$ cat src/uhce_pkg.sv
package uhce_pkg;

  localparam int PacketBytes  = 64;
  localparam int FeatureBytes = 64;

  localparam logic [1:0] CMD_RESET = 2'd0;
  localparam logic [1:0] CMD_EVENT = 2'd1;
  localparam logic [1:0] CMD_OUT   = 2'd2;

  localparam logic [2:0] SRC_DEV  = 3'd0;
  localparam logic [2:0] SRC_CFG  = 3'd1;
  localparam logic [2:0] SRC_REP  = 3'd2;
  localparam logic [2:0] SRC_LANG = 3'd3;
  localparam logic [2:0] SRC_MANU = 3'd4;
  localparam logic [2:0] SRC_PROD = 3'd5;
  localparam logic [2:0] SRC_FEAT = 3'd6;

  typedef enum logic [1:0] {STG_IDLE, STG_IN, STG_OUT} stage_t;
  typedef enum logic [1:0] {CS_IDLE, CS_DECODE, CS_SEND, CS_FLAGS} ctl_state_t;

  typedef struct packed {
    logic       clear_sent_stall;
    logic       clear_setup_end;
    logic       out_serviced;
    logic       in_packet_ready;
    logic       data_end;
    logic       send_stall;
    logic       address_write;
    logic [7:0] new_address;
    logic       configure_endpoint;
  } flags_t;

  typedef struct packed {
    logic       accept;
    logic       step;
    logic       send_done;
  } ctl_cmd_t;

  typedef struct packed {
    logic       has_bytes;
    logic       has_flags;
    logic       last_byte;
  } dp_stat_t;

  function automatic logic [7:0] rom_byte(input logic [2:0] src, input logic [6:0] off);
    logic [7:0] b;
    b = 8'h00;
    unique case (src)
      SRC_DEV: begin
        unique case (off)
          7'd0: b = 8'h12; 7'd1: b = 8'h01; 7'd2: b = 8'h00; 7'd3: b = 8'h02;
          7'd4: b = 8'h00; 7'd5: b = 8'h00; 7'd6: b = 8'h00; 7'd7: b = 8'h40;
          7'd8: b = 8'h54; 7'd9: b = 8'h53; 7'd10: b = 8'h80; 7'd11: b = 8'h43;
          7'd12: b = 8'h00; 7'd13: b = 8'h01; 7'd14: b = 8'h01; 7'd15: b = 8'h02;
          7'd16: b = 8'h00; 7'd17: b = 8'h01;
          default: b = 8'h00;
        endcase
      end
      SRC_CFG: begin
        unique case (off)
          7'd0: b = 8'h09; 7'd1: b = 8'h02; 7'd2: b = 8'h29; 7'd3: b = 8'h00;
          7'd4: b = 8'h01; 7'd5: b = 8'h01; 7'd6: b = 8'h00; 7'd7: b = 8'h80;
          7'd8: b = 8'h32; 7'd9: b = 8'h09; 7'd10: b = 8'h04; 7'd11: b = 8'h00;
          7'd12: b = 8'h00; 7'd13: b = 8'h02; 7'd14: b = 8'h03; 7'd15: b = 8'h00;
          7'd16: b = 8'h00; 7'd17: b = 8'h00; 7'd18: b = 8'h09; 7'd19: b = 8'h21;
          7'd20: b = 8'h01; 7'd21: b = 8'h01; 7'd22: b = 8'h00; 7'd23: b = 8'h01;
          7'd24: b = 8'h22; 7'd25: b = 8'h1b; 7'd26: b = 8'h00; 7'd27: b = 8'h07;
          7'd28: b = 8'h05; 7'd29: b = 8'h81; 7'd30: b = 8'h03; 7'd31: b = 8'h40;
          7'd32: b = 8'h00; 7'd33: b = 8'h01; 7'd34: b = 8'h07; 7'd35: b = 8'h05;
          7'd36: b = 8'h01; 7'd37: b = 8'h03; 7'd38: b = 8'h40; 7'd39: b = 8'h00;
          7'd40: b = 8'h01;
          default: b = 8'h00;
        endcase
      end
      SRC_REP: begin
        unique case (off)
          7'd0: b = 8'h05; 7'd1: b = 8'h0c; 7'd2: b = 8'h09; 7'd3: b = 8'h01;
          7'd4: b = 8'ha1; 7'd5: b = 8'h01; 7'd6: b = 8'h15; 7'd7: b = 8'h00;
          7'd8: b = 8'h25; 7'd9: b = 8'hff; 7'd10: b = 8'h75; 7'd11: b = 8'h08;
          7'd12: b = 8'h95; 7'd13: b = 8'h40; 7'd14: b = 8'h09; 7'd15: b = 8'h01;
          7'd16: b = 8'hb1; 7'd17: b = 8'h02; 7'd18: b = 8'h09; 7'd19: b = 8'h01;
          7'd20: b = 8'h81; 7'd21: b = 8'h02; 7'd22: b = 8'h09; 7'd23: b = 8'h01;
          7'd24: b = 8'h91; 7'd25: b = 8'h02; 7'd26: b = 8'hc0;
          default: b = 8'h00;
        endcase
      end
      SRC_LANG: begin
        unique case (off)
          7'd0: b = 8'h04; 7'd1: b = 8'h03; 7'd2: b = 8'h09; 7'd3: b = 8'h04;
          default: b = 8'h00;
        endcase
      end
      SRC_MANU: begin
        unique case (off)
          7'd0: b = 8'h08; 7'd1: b = 8'h03; 7'd2: b = 8'h53; 7'd4: b = 8'h54;
          7'd6: b = 8'h43;
          default: b = 8'h00;
        endcase
      end
      SRC_PROD: begin
        unique case (off)
          7'd0: b = 8'h1e; 7'd1: b = 8'h03; 7'd2: b = 8'h53; 7'd4: b = 8'h54;
          7'd6: b = 8'h43; 7'd8: b = 8'h38; 7'd10: b = 8'h20; 7'd12: b = 8'h46;
          7'd14: b = 8'h77; 7'd16: b = 8'h4c; 7'd18: b = 8'h69; 7'd20: b = 8'h62;
          7'd22: b = 8'h20; 7'd24: b = 8'h48; 7'd26: b = 8'h49; 7'd28: b = 8'h44;
          default: b = 8'h00;
        endcase
      end
      default: b = 8'h00;
    endcase
    return b;
  endfunction

endpackage

$ cat src/usb_hid_control_endpoint_top.sv
// Channel | Beat fields (tdata / tuser)                                 | Direction
// in_     | tdata: command[1:0], sent_stall, setup_end, out_ready,      | slave
//         |   in_busy, request_type, request_code, request_value,       |
//         |   request_length, out_byte (62 bits, padded to 64);         |
//         |   tlast: packet_end                                          |
// out_    | tdata: data_byte, data_valid, clear_sent_stall,             | master
//         |   clear_setup_end, out_serviced, in_packet_ready, data_end, |
//         |   send_stall, address_write, new_address, configure_endpoint|
//         |   (25 bits, padded to 32); tlast: last                       |
// An item is accepted, then decoded, then sent as up to 64 transmit beats (the last
// carrying the flags), as one flags beat, or with no beat if it raises no flags;
// no new item is accepted before that. After reset the feature store is swept to
// zero; in_tready stays low until the sweep ends. out_tready low holds the current beat.
module usb_hid_control_endpoint_top
  import uhce_pkg::*;
(
  input  logic        clk,
  input  logic        rst_n,
  input  logic        in_tvalid,
  output logic        in_tready,
  input  logic [63:0] in_tdata,   // command, sent_stall, setup_end, out_ready, in_busy,
                                  // request_type, request_code, request_value,
                                  // request_length, out_byte, zero pad
  input  logic        in_tlast,   // packet_end
  output logic        out_tvalid,
  input  logic        out_tready,
  output logic [31:0] out_tdata,  // data_byte, data_valid, clear_sent_stall,
                                  // clear_setup_end, out_serviced, in_packet_ready,
                                  // data_end, send_stall, address_write,
                                  // new_address, configure_endpoint, zero pad
  output logic        out_tlast   // last
);

  ctl_cmd_t   cmd;
  dp_stat_t   stat;
  flags_t     flags;
  logic       emit_flags, emit_byte;
  logic       ctl_ready;
  logic [7:0] data_byte;
  logic [62:0] item;

  assign item = {in_tlast, in_tdata[61:0]};

  // Acceptance is held off here during the datapath's clearing sweep.
  logic rdy_gate_r;
  logic [6:0] sweep_r;
  always_ff @(posedge clk) begin
    if (!rst_n) begin
      sweep_r    <= '0;
      rdy_gate_r <= 1'b0;
    end else if (!rdy_gate_r) begin
      sweep_r    <= sweep_r + 7'd1;
      rdy_gate_r <= (sweep_r == 7'(FeatureBytes));
    end
  end

  uhce_ctrl u_ctrl (
    .clk        (clk),
    .rst_n      (rst_n),
    .in_tvalid  (in_tvalid && rdy_gate_r),
    .in_tready  (ctl_ready),
    .out_tvalid (out_tvalid),
    .out_tready (out_tready),
    .stat       (stat),
    .cmd        (cmd),
    .emit_flags (emit_flags),
    .emit_byte  (emit_byte)
  );

  assign in_tready = ctl_ready && rdy_gate_r;

  uhce_dp u_dp (
    .clk        (clk),
    .rst_n      (rst_n),
    .cmd        (cmd),
    .in_item    (item),
    .emit_flags (emit_flags),
    .emit_byte  (emit_byte),
    .stat       (stat),
    .data_byte  (data_byte),
    .flags      (flags)
  );

  assign out_tdata = {7'd0, flags.configure_endpoint, flags.new_address,
                      flags.address_write, flags.send_stall, flags.data_end,
                      flags.in_packet_ready, flags.out_serviced,
                      flags.clear_setup_end, flags.clear_sent_stall,
                      emit_byte, data_byte};
  assign out_tlast = emit_flags;

endmodule

$ cat src/uhce_ctrl.sv
module uhce_ctrl
  import uhce_pkg::*;
(
  input  logic       clk,
  input  logic       rst_n,
  input  logic       in_tvalid,
  output logic       in_tready,
  output logic       out_tvalid,
  input  logic       out_tready,
  input  dp_stat_t   stat,
  output ctl_cmd_t   cmd,
  output logic       emit_flags,
  output logic       emit_byte
);

  ctl_state_t state_r, state_nxt;

  always_ff @(posedge clk) begin
    if (!rst_n) begin
      state_r <= CS_IDLE;
    end else begin
      state_r <= state_nxt;
    end
  end

  always_comb begin
    state_nxt  = state_r;
    cmd        = '0;
    in_tready  = 1'b0;
    out_tvalid = 1'b0;
    emit_flags = 1'b0;
    emit_byte  = 1'b0;
    unique case (state_r)
      CS_IDLE: begin
        in_tready = 1'b1;
        if (in_tvalid) begin
          cmd.accept = 1'b1;
          state_nxt  = CS_DECODE;
        end
      end
      CS_DECODE: begin
        if (stat.has_bytes) begin
          state_nxt = CS_SEND;
        end else if (stat.has_flags) begin
          state_nxt = CS_FLAGS;
        end else begin
          state_nxt = CS_IDLE;
        end
      end
      CS_SEND: begin
        out_tvalid = 1'b1;
        emit_byte  = 1'b1;
        emit_flags = stat.last_byte;
        if (out_tready) begin
          cmd.step = 1'b1;
          if (stat.last_byte) begin
            cmd.send_done = 1'b1;
            state_nxt     = CS_IDLE;
          end
        end
      end
      CS_FLAGS: begin
        out_tvalid = 1'b1;
        emit_flags = 1'b1;
        if (out_tready) begin
          state_nxt = CS_IDLE;
        end
      end
      default: state_nxt = CS_IDLE;
    endcase
  end

  a_send_has_bytes: assert property (@(posedge clk) disable iff (!rst_n)
    (state_r == CS_DECODE && stat.has_bytes) |=> state_r == CS_SEND)
    else $error("send not entered");
  a_no_accept_busy: assert property (@(posedge clk) disable iff (!rst_n)
    (state_r != CS_IDLE) |-> !in_tready)
    else $error("accept while busy");
  a_ret_idle: assert property (@(posedge clk) disable iff (!rst_n)
    (state_r == CS_FLAGS && out_tready) |=> state_r == CS_IDLE)
    else $error("flags beat not closed");

endmodule

$ cat src/uhce_dp.sv
module uhce_dp
  import uhce_pkg::*;
(
  input  logic        clk,
  input  logic        rst_n,
  input  ctl_cmd_t    cmd,
  input  logic [62:0] in_item,
  input  logic        emit_flags,
  input  logic        emit_byte,
  output dp_stat_t    stat,
  output logic [7:0]  data_byte,
  output flags_t      flags
);

  localparam int CntW = $clog2(PacketBytes + 1);
  localparam int FeatW = $clog2(FeatureBytes);

  logic [1:0]  i_cmd;
  logic        i_sent_stall, i_setup_end, i_out_ready, i_in_busy;
  logic [7:0]  i_rtype, i_rcode, i_out_byte;
  logic [15:0] i_value, i_length;
  logic        i_packet_end;

  assign i_cmd        = in_item[1:0];
  assign i_sent_stall = in_item[2];
  assign i_setup_end  = in_item[3];
  assign i_out_ready  = in_item[4];
  assign i_in_busy    = in_item[5];
  assign i_rtype      = in_item[13:6];
  assign i_rcode      = in_item[21:14];
  assign i_value      = in_item[37:22];
  assign i_length     = in_item[53:38];
  assign i_out_byte   = in_item[61:54];
  assign i_packet_end = in_item[62];

  stage_t      stage_r, stage_nxt;
  logic [15:0] residue_r, residue_nxt;
  logic [2:0]  src_r, src_nxt;
  logic [6:0]  off_r, off_nxt;
  flags_t      fl_r, fl_nxt;
  logic [CntW-1:0] cnt_r, cnt_nxt;
  logic        hasb_r, hasb_nxt;

  logic [7:0]  feat_mem [FeatureBytes];
  logic [FeatW:0] clr_r;
  logic        clearing;
  logic        feat_we;
  logic [FeatW-1:0] feat_waddr;
  logic [7:0]  feat_wdata;
  logic [7:0]  feat_rd;
  logic [6:0]  rd_off;

  assign clearing = !clr_r[FeatW];

  // The store is swept to zero after reset before the first item.
  always_ff @(posedge clk) begin
    if (!rst_n) begin
      clr_r <= '0;
    end else if (clearing) begin
      clr_r <= clr_r + 1'b1;
    end
  end

  always_ff @(posedge clk) begin
    if (clearing) begin
      feat_mem[clr_r[FeatW-1:0]] <= 8'h00;
    end else if (feat_we) begin
      feat_mem[feat_waddr] <= feat_wdata;
    end
  end

  // Read offset for the next beat: advances on a taken beat.
  assign rd_off = (cmd.step) ? off_r + 7'd1 : off_r;

  always_ff @(posedge clk) begin
    feat_rd <= feat_mem[rd_off[FeatW-1:0]];
  end

  logic feat_in_range;
  always_ff @(posedge clk) begin
    feat_in_range <= (rd_off < 7'(FeatureBytes));
  end

  assign data_byte = !emit_byte ? 8'h00 :
                     (src_r == SRC_FEAT) ? (feat_in_range ? feat_rd : 8'h00) :
                     rom_byte(src_r, off_r);
  assign flags     = emit_flags ? fl_r : '0;
  assign stat.has_bytes = hasb_r;
  assign stat.has_flags = |fl_r;
  assign stat.last_byte = (cnt_r == CntW'(1));

  always_comb begin
    logic [1:0]  kind;
    logic [7:0]  vhi, vlo;
    logic [15:0] len;
    logic [1:0]  action;
    logic        do_chunk;
    logic [15:0] res;
    logic [CntW-1:0] c;
    stage_nxt   = stage_r;
    residue_nxt = residue_r;
    src_nxt     = src_r;
    off_nxt     = off_r;
    fl_nxt      = fl_r;
    cnt_nxt     = cnt_r;
    hasb_nxt    = hasb_r;
    feat_we     = 1'b0;
    feat_waddr  = off_r[FeatW-1:0];
    feat_wdata  = i_out_byte;
    kind   = i_rtype[6:5];
    vhi    = i_value[15:8];
    vlo    = i_value[7:0];
    len    = 16'd0;
    action = 2'd0;
    do_chunk = 1'b0;
    res    = 16'd0;
    c      = '0;
    if (cmd.accept) begin
      fl_nxt   = '0;
      hasb_nxt = 1'b0;
      cnt_nxt  = '0;
      unique case (i_cmd)
        CMD_RESET: stage_nxt = STG_IDLE;
        CMD_EVENT: begin
          if (i_sent_stall) begin
            fl_nxt.clear_sent_stall = 1'b1;
            stage_nxt = STG_IDLE;
          end
          if (i_setup_end) begin
            fl_nxt.clear_setup_end = 1'b1;
            stage_nxt = STG_IDLE;
          end
          res = residue_nxt;
          if (stage_nxt == STG_IN) begin
            do_chunk = !i_in_busy;
          end else if (stage_nxt != STG_OUT) begin
            stage_nxt = STG_IDLE;
            if (i_out_ready) begin
              res = i_length;
              fl_nxt.out_serviced = 1'b1;
              if (kind == 2'd0 && i_rcode == 8'd5) begin
                fl_nxt.address_write = 1'b1;
                fl_nxt.new_address   = vlo;
              end else if (kind == 2'd0 && i_rcode == 8'd9) begin
                fl_nxt.configure_endpoint = 1'b1;
              end else if (kind == 2'd0 && i_rcode == 8'd6) begin
                action = 2'd1;
                if (vhi == 8'h01) begin
                  src_nxt = SRC_DEV; len = 16'd18;
                end else if (vhi == 8'h02) begin
                  src_nxt = SRC_CFG; len = 16'd41;
                end else if (vhi == 8'h22) begin
                  src_nxt = SRC_REP; len = 16'd27;
                end else if (vhi == 8'h03 && vlo == 8'd0) begin
                  src_nxt = SRC_LANG; len = 16'd4;
                end else if (vhi == 8'h03 && vlo == 8'd1) begin
                  src_nxt = SRC_MANU; len = 16'd8;
                end else if (vhi == 8'h03 && vlo == 8'd2) begin
                  src_nxt = SRC_PROD; len = 16'd30;
                end else begin
                  action = 2'd3;
                end
                if (action == 2'd1) begin
                  off_nxt = 7'd0;
                  if (len < res) res = len;
                end
              end else if (kind == 2'd1 && (i_rcode == 8'd1 || i_rcode == 8'd9)) begin
                src_nxt = SRC_FEAT;
                off_nxt = 7'd0;
                if (res > 16'(FeatureBytes)) res = 16'(FeatureBytes);
                action = (i_rcode == 8'd1) ? 2'd1 : 2'd2;
                if (action == 2'd2 && res == 16'd0) action = 2'd0;
              end else if (kind == 2'd1 && i_rcode == 8'd10) begin
                action = 2'd0;
              end else begin
                action = 2'd3;
              end
              unique case (action)
                2'd1: begin
                  stage_nxt = STG_IN;
                  do_chunk  = 1'b1;
                end
                2'd2: stage_nxt = STG_OUT;
                2'd3: fl_nxt.send_stall = 1'b1;
                default: fl_nxt.data_end = 1'b1;
              endcase
            end
          end
          residue_nxt = res;
          if (do_chunk) begin
            c = (res > 16'(PacketBytes)) ? CntW'(PacketBytes) : CntW'(res);
            residue_nxt = res - 16'(c);
            cnt_nxt = c;
            hasb_nxt = (c != '0);
            fl_nxt.in_packet_ready = 1'b1;
            if (residue_nxt == 16'd0) begin
              fl_nxt.data_end = 1'b1;
              stage_nxt = STG_IDLE;
            end
          end
        end
        CMD_OUT: begin
          if (stage_r == STG_OUT) begin
            if (residue_r != 16'd0) begin
              feat_we = (off_r < 7'(FeatureBytes));
              off_nxt = off_r + 7'd1;
              residue_nxt = residue_r - 16'd1;
            end
            if (i_packet_end) begin
              fl_nxt.out_serviced = 1'b1;
              if (residue_nxt == 16'd0) begin
                fl_nxt.data_end = 1'b1;
                stage_nxt = STG_IDLE;
              end
            end
          end
        end
        default: ;
      endcase
    end else if (cmd.step) begin
      off_nxt = off_r + 7'd1;
      cnt_nxt = cnt_r - 1'b1;
    end
  end

  always_ff @(posedge clk) begin
    if (!rst_n) begin
      stage_r   <= STG_IDLE;
      residue_r <= '0;
      src_r     <= '0;
      off_r     <= '0;
      fl_r      <= '0;
      cnt_r     <= '0;
      hasb_r    <= 1'b0;
    end else begin
      stage_r   <= stage_nxt;
      residue_r <= residue_nxt;
      src_r     <= src_nxt;
      off_r     <= off_nxt;
      fl_r      <= fl_nxt;
      cnt_r     <= cnt_nxt;
      hasb_r    <= hasb_nxt;
    end
  end

  a_cnt_bound: assert property (@(posedge clk) disable iff (!rst_n)
    cnt_r <= CntW'(PacketBytes))
    else $error("chunk too long");
  a_step_cnt: assert property (@(posedge clk) disable iff (!rst_n)
    cmd.step |-> cnt_r != '0)
    else $error("step with no bytes");
  a_stage_code: assert property (@(posedge clk) disable iff (!rst_n)
    (stage_r == STG_OUT) |-> src_r == SRC_FEAT)
    else $error("data-out not on feature store");

endmodule
$ cat config.mk
export PLATFORM = sky130hd
export DESIGN_NAME = usb_hid_control_endpoint_top
export DESIGN_NICKNAME = d
export VERILOG_FILES = /design/src/uhce_pkg.sv /design/src/usb_hid_control_endpoint_top.sv /design/src/uhce_ctrl.sv /design/src/uhce_dp.sv
export SDC_FILE = /design/constraint.sdc
export NUM_CORES = 1
export LEC_CHECK = 0
export BUFFER_PORTS_ARGS = -buffer_cell sky130_fd_sc_hd__buf_2
export CAP_MARGIN = 15
export CORE_ASPECT_RATIO = 0.6
export CORE_UTILIZATION = 45
export DETAILED_ROUTE_END_ITERATION = 7
export PLACE_DENSITY = 0.66
export SYNTH_ARGS = -nofsm -noshare
export SYNTH_HDL_FRONTEND = slang
export SYNTH_HIERARCHICAL = 1
export SYNTH_SLANG_ARGS = --single-unit
$ cat constraint.sdc
create_clock -name clk -period 3.8 [get_ports clk]
set_input_delay 0 -clock clk [delete_from_list [all_inputs] [get_ports clk]]
set_output_delay 0 -clock clk [all_outputs]
set_load 0.01 [all_outputs]
# Yosys cells after proc, flatten, opt, wreduce, memory -nomap -nowiden
# Memory sizes are Yosys's and may differ from the RTL's. A register that Yosys moved wholly into a read port is not among the register bits.
# Index checks and enable logic that the tools add are counted.
[word_totals]
ff_bits = 70
ram_bits = 512
mem_bits_ro = 1184
in_bits = 69
out_inout_bits = 35
word_cells = 324
mem_count = 5
[memory_table]
columns = ["name", "depth", "width", "rd", "rd_ports_with_merged_regs", "wr", "line_no", "source"]
rows = [
  ["(name not given)", 64, 8, 1, 1, 0, "uhce_pkg.sv:60", "unique case (off)"],
  ["u_dp.feat_mem", 64, 8, 1, 1, 1, "uhce_dp.sv:44", "logic [7:0] feat_mem [FeatureBytes];"],
  ["(name not given)", 32, 8, 1, 1, 0, "uhce_pkg.sv:76", "unique case (off)"],
  ["(name not given)", 32, 7, 1, 1, 0, "uhce_pkg.sv:101", "unique case (off)"],
  ["(name not given)", 32, 6, 1, 1, 0, "uhce_pkg.sv:50", "unique case (off)"],
]
[classes]
add_sub_neg = 6
magnitude_cmp = 5
n_eq_ne = 56
mux = 189
n_bitwise = 3
reduce_logical = 39
[ops]
columns = ["cell", "n"]
rows = [
  ["2-to-1 mux 16 bit", 41],
  ["2-to-1 mux 7 bit", 18],
  ["2-to-1 mux 2 bit", 48],
  ["2-to-1 mux 8 bit", 8],
  ["zero test 16 bit", 3],
  ["case mux 8 bit (6 select lines)", 1],
  ["2-to-1 mux 1 bit", 40],
  ["2-to-1 mux 12 bit", 3],
  ["2-to-1 mux 5 bit", 7],
  ["case mux 7 bit (5 select lines)", 1],
  ["> comparator 16 x 7 -> 1 bit, second input constant", 2],
  ["case mux 16 bit (2 select lines)", 1],
  ["== test 8 x 1 -> 1 bit, second input constant", 3],
  ["== test 8 x 2 -> 1 bit, second input constant", 3],
  ["2-to-1 mux 3 bit", 8],
  ["adder 7 x 1 -> 7 bit, second input constant", 3],
  ["2-to-1 mux 6 bit", 3],
  ["== test 8 x 3 -> 1 bit, second input constant", 2],
  ["== test 8 x 4 -> 1 bit, second input constant", 2],
  ["< comparator 16 bit", 1],
  ["nonzero test 16 bit", 1],
  ["OR reduction 16 bit", 1],
  ["subtractor 16 x 1 -> 16 bit, second input constant", 1],
  ["subtractor 16 x 7 -> 16 bit", 1],
  ["47 further kinds", 96],
]

# Logic depth before layout (Yosys ltp)
[depth]
word_depth = 34
ltp_mapped = 23

# Hierarchy
# The synthesis kept the hierarchy.
[by_module_without_submodules]
columns = ["module", "n_inst", "cells_each", "area_per_inst_um2", "seq_area_each_um2"]
rows = [
  ["uhce_dp", 1, 2008, 27878.0, 17316.6],
  ["usb_hid_control_endpoint_top", 1, 50, 488.0, 160.2],
  ["uhce_ctrl", 1, 17, 160.2, 40.0],
]

# Worst setup path after synthesis
# No wires, ideal clock.
[synth_path]
kind = "in2reg"
from = "in in_tdata[26]"
to = "reg u_dp/fl_r[11] (netlist bit)"
setup_time_ns = 0.117
t_arrival_ns = 4.062
t_required_ns = 3.683
setup_slack_ns = -0.380
cell_stages = 19
n_path_buf = 2
path_cell_list = "or4_4 or4_1 buf_2 nor2_1 a21o_1 ha_1 inv_1 o311a_1 or4_4 nand4_4 buf_6 a311o_1 nor2_4 or2_2 ha_1 nand3_1 a2111oi_2 and4bb_1 a32o_1"
[synth_via]
elab_chain_len = 34
elab_cells_between_ends = 75
classes_between = "add/sub (1); order compare (2); eq/ne (6); mux (60); reduce/logical (6)"
[synth_lines]
columns = ["item", "line_no", "source"]
rows = [
  ["start: declaration", "usb_hid_control_endpoint_top.sv:21", "input logic [63:0] in_tdata,"],
  ["== test 8 x 2 -> 1 bit", "uhce_dp.sv:158", "end else if (vhi == 8'h03 && vlo == 8'd2) begin"],
  ["logical AND 1 bit", "uhce_dp.sv:158", ""],
  ["2-to-1 mux 5 bit", "uhce_dp.sv:158", ""],
  ["2-to-1 mux 16 bit", "uhce_dp.sv:156", "end else if (vhi == 8'h03 && vlo == 8'd1) begin"],
  ["2-to-1 mux 16 bit", "uhce_dp.sv:154", "end else if (vhi == 8'h03 && vlo == 8'd0) begin"],
  ["2-to-1 mux 16 bit", "uhce_dp.sv:152", "end else if (vhi == 8'h22) begin"],
  ["2-to-1 mux 16 bit", "uhce_dp.sv:150", "end else if (vhi == 8'h02) begin"],
  ["2-to-1 mux 16 bit", "uhce_dp.sv:148", "if (vhi == 8'h01) begin"],
  ["[... 18 more ...]", "--", ""],
  ["2-to-1 mux 16 bit", "uhce_dp.sv:118", "if (cmd.accept) begin"],
  ["> comparator 16 x 7 -> 1 bit", "uhce_dp.sv:191", "c = (res > 16'(PacketBytes)) ? CntW'(PacketBytes) : CntW'(res);"],
  ["2-to-1 mux 7 bit", "uhce_dp.sv:191", ""],
  ["subtractor 16 x 7 -> 16 bit", "uhce_dp.sv:192", "residue_nxt = res - 16'(c);"],
  ["zero test 16 bit", "uhce_dp.sv:196", "if (residue_nxt == 16'd0) begin"],
  ["2-to-1 mux 1 bit", "uhce_dp.sv:196", ""],
  ["2-to-1 mux 2 bit (*)", "uhce_dp.sv:190", "if (do_chunk) begin"],
  ["case mux 1 bit (2 select lines) (*)", "uhce_dp.sv:122", "unique case (i_cmd)"],
  ["end signal: assignment", "uhce_dp.sv:240", "fl_r <= fl_nxt;"],
  ["end: declaration", "uhce_dp.sv:40", "flags_t fl_r, fl_nxt;"],
]
# Every way passes the cells marked *; elsewhere a longest branch is shown, timed or not. The select of a mux whose other input is x is not followed.
# A chain may end at the register's enable or synchronous reset.

# Final worst setup path
[layout_path]
from = "in in_tdata[36]"
to = "reg u_dp/fl_r[11] (netlist bit)"
[layout_via]
elab_chain_len = 34
elab_cells_between_ends = 76
classes_between = "add/sub (1); order compare (2); eq/ne (8); mux (60); reduce/logical (5)"
[layout_lines]
columns = ["item", "line_no"]
rows = [
  ["== test 8 x 2 -> 1 bit", "uhce_dp.sv:154, uhce_dp.sv:156, uhce_dp.sv:158"],
  ["logical AND 1 bit", "uhce_dp.sv:158"],
  ["2-to-1 mux 5 bit", "uhce_dp.sv:158"],
  ["2-to-1 mux 16 bit", "uhce_dp.sv:156"],
  ["2-to-1 mux 16 bit", "uhce_dp.sv:154"],
  ["2-to-1 mux 16 bit", "uhce_dp.sv:152"],
  ["2-to-1 mux 16 bit", "uhce_dp.sv:150"],
  ["2-to-1 mux 16 bit", "uhce_dp.sv:148"],
  ["[... 18 more ...]", "--"],
  ["2-to-1 mux 16 bit", "uhce_dp.sv:118"],
  ["> comparator 16 x 7 -> 1 bit", "uhce_dp.sv:191"],
  ["2-to-1 mux 7 bit", "uhce_dp.sv:191"],
  ["subtractor 16 x 7 -> 16 bit", "uhce_dp.sv:192"],
  ["zero test 16 bit", "uhce_dp.sv:196"],
  ["2-to-1 mux 1 bit", "uhce_dp.sv:196"],
  ["2-to-1 mux 2 bit (*)", "uhce_dp.sv:190"],
  ["case mux 1 bit (2 select lines) (*)", "uhce_dp.sv:122"],
]
# Marks and branches as above.

==> impl_metrics.toml <==
[synthesis]
avgSynthCellArea_um2 = 13.8
syn-cell-area_um2 = 28500
postSynthCellCount = 2074
yosysWarningCount = 6

[worst_hold_path]
hp-class = "primary input to flip-flop"
hp-start = "in_tdata[35]"
holdPathStages = 7
min_to = "u_dp/src_r[0]"

[place]
place_inst = 3161
routabilityCongestion = 0.929
dpl.hpwl_mm = 54.5
port_buffers = 88
pre_cts_slack_ns = -0.578

[detailed_routing]
drc = 0
viasPerCell = 6.04
postRouteAntennaNets = 0
wl_per_cell_um = 24.0
drtIter0Drc = 2417
num_vias = 19900
dr.pass1.iters = 5
wirelength_mm = 79.2

[floorplan]
fp.dieW_um = 327
dieArea_um2 = 64400
io_pins = 104
num_rows = 71
start_util_pct = 45.5
coreArea_um2 = 62600
chipHeight_um = 197

[grt]
grt_pass1_wl_mm = 119
antenna_found_initial = 3
first_global_vias = 18800
overflow = 0
grt_usage_pct = 24.4
grt_max_degree = 65

[timing]
tns_ns = 0
worst_pin_slew_ns = 0.895
fin_crit_sh_pct = 98.8
final.setup_skew_ns = 0.0431
maxSlewHeadroom_pct = 39.9
max_freq_ghz = 0.266
setup_ws_ns = 0.0446
drv_slew = 0
rsz0062_at_grt = "yes"
hold_viol = 0
min_period_ns = 3.76
setup_violations = 0

[layout]
stdcell_count = 3300
multiInputGateArea_um2 = 10500
seq_area_um2 = 17500
nets = 2513
final_layout_size_suffix_gt1_share_pct = 28.5
n_fill_cell = 5094
area_delta_synth_final_pct = 20.0

[setup_path]
worst_ep_arrival_time_ns = 4.30
reg2reg_depth = 15
worstPathRequired_ns = 4.34
crit_path_frequent_cell = "or4_4"
critPathKind = "primary input to flip-flop"
slowest_stage = "or4_4"
reg2reg_slack_ns = 0.17
cpPeakStageDelay_ns = 0.57
r2r_start = "u_dp/stage_r[1]"
startpoint_type = "primary input"
cp_max_fo = 5
cp-end-kind = "flip-flop"
crit_chain = "buf_2 -> or4_4 -> or4_4 -> nor2_4 -> a21o_1 -> ha_2 -> o211a_1 -> nand4_1 -> or2_4 -> a41o_1 -> a22o_1 -> a2111o_1 -> buf_6 -> buf_4 -> o2111ai_4 -> and4bb_2 -> a32o_1"

[pwr]
p_per_area_nw_per_um2 = 395
vdd_drop_max_uv = 418
p_leak_nw = 12.4

[clock_network]
clock_path_buffers = 3
cts_buffers = 53
root_buffer = "clkbuf_16"
clk_latency_ns = 0.63
clkSlewWorstSetupHoldPaths_ns = 0.07
numClockSinks = 619
htree_levels = 2
cts_tree = "done"

[status]
outcome = "completed"

[run]
cap_violations = 0
## placed cells by master, fill, tap and decap left out, types with 9 or more instances in the layout
| cell | n |
|---|---|
| a211oi_1 | 17 |
| a21o_1 | 9 |
| a21oi_1 | 84 |
| a222oi_1 | 10 |
| a22oi_1 | 20 |
| a311oi_1 | 13 |
| a31oi_1 | 21 |
| and2_1 | 46 |
| and3_1 | 18 |
| buf_12 | 16 |
| buf_2 | 88 |
| buf_4 | 287 |
| clkbuf_16 | 53 |
| clkinv_1 | 9 |
| clkinv_2 | 14 |
| dfxtp_1 | 107 |
| dlygate4sd3_1 | 24 |
| edfxtp_1 | 512 |
| ha_1 | 24 |
| inv_1 | 34 |
| mux2i_1 | 12 |
| mux4_2 | 144 |
| nand2_1 | 176 |
| nand2b_1 | 14 |
| nand3_1 | 57 |
| nand4_1 | 10 |
| nor2_1 | 144 |
| nor2b_1 | 38 |
| nor3_1 | 43 |
| nor3b_1 | 12 |
| nor4_1 | 23 |
| o21a_1 | 17 |
| o21ai_0 | 59 |
| o21ai_1 | 13 |
| o22ai_1 | 10 |
| or3_1 | 11 |
| xnor2_1 | 22 |
## power breakdown
part,internal [mW],switching [mW]
logic,0.225,0.291
clock network,3.15,2.56
registers,7.29,0.0191
## how the worst max path moves through the flow
stage                             from                  to  slack (ns)  depth (start not counted)
after floorplan           in_tdata[26]       u_dp/fl_r[11]       -0.17                         18
after global placement    in_tdata[26]       u_dp/fl_r[11]       -0.55                         16
after detailed placement  in_tdata[26]       u_dp/fl_r[11]       -0.58                         16
after CTS                 in_tdata[26]       u_dp/fl_r[11]        0.03                         16
after global routing      in_tdata[36]  u_dp/residue_r[14]       -0.05                         17
final                     in_tdata[36]       u_dp/fl_r[11]        0.04                         17
## routing by layer
metal,track usage [%],wire length [µm],vias to the layer above
li1,-,-,8778
met1,40.0,36800,10000
met2,32.8,32600,1038
met3,5.98,9030,84
met4,3.43,805,0
met5,0,0,-
## through the flow
stage / instance area (µm²) / hold slack, ns / utilization [%] / total power [mW]
after floorplan: 28600 / 0.122 / - / 7.70
after global placement: 31900 / 0.289 / 50.9 / 7.91
after detailed placement: 31900 / 0.292 / 50.9 / 7.92
after CTS: 34000 / 0.000751 / 54.2 / 13.6
after global routing: 34200 / 0.0826 / 54.7 / 13.9
final: 34200 / 0.0403 / 54.7 / 13.5
## registers in the layout, summed over array words and instances, names as in the netlist, 2 cells and up, named ones only
name	flops
u_dp/clr_r	7
u_dp/off_r	7
u_dp/cnt_r	7
u_dp/fl_r	16
u_dp/feat_rd	8
u_ctrl/state_r	2
u_dp/residue_r	16
u_dp/stage_r	2
u_dp/feat_mem	512
sweep_r	7
u_dp/src_r	3
## worst max-delay path, delay by kind of cell
family | cells | cell delay (ns)
simple gates | 6 | 1.95
compound gates | 7 | 1.70
buf+inv | 3 | 0.43
fa+ha+maj | 1 | 0.21
## what timing repair did
item,in CTS,in global routing
gates resized for setup,0,20
hold buffers,22,2
pin swaps,1,22
endpoints found under the hold margin,31,17
setup endpoints to repair,1,21
setup buffers,2,9
## layout make-up
type / instances / area share (%)
antenna: 1 / 0.00731
clock inverter: 37 / 1.27
tap: 839 / 3.07
clock buffer: 62 / 4.09
timing repair buffer: 417 / 9.28
inverter: 40 / 0.439
sequential: 619 / 51.2
multi-input combinational: 1285 / 30.7
(Power assumes the default switching activity.)
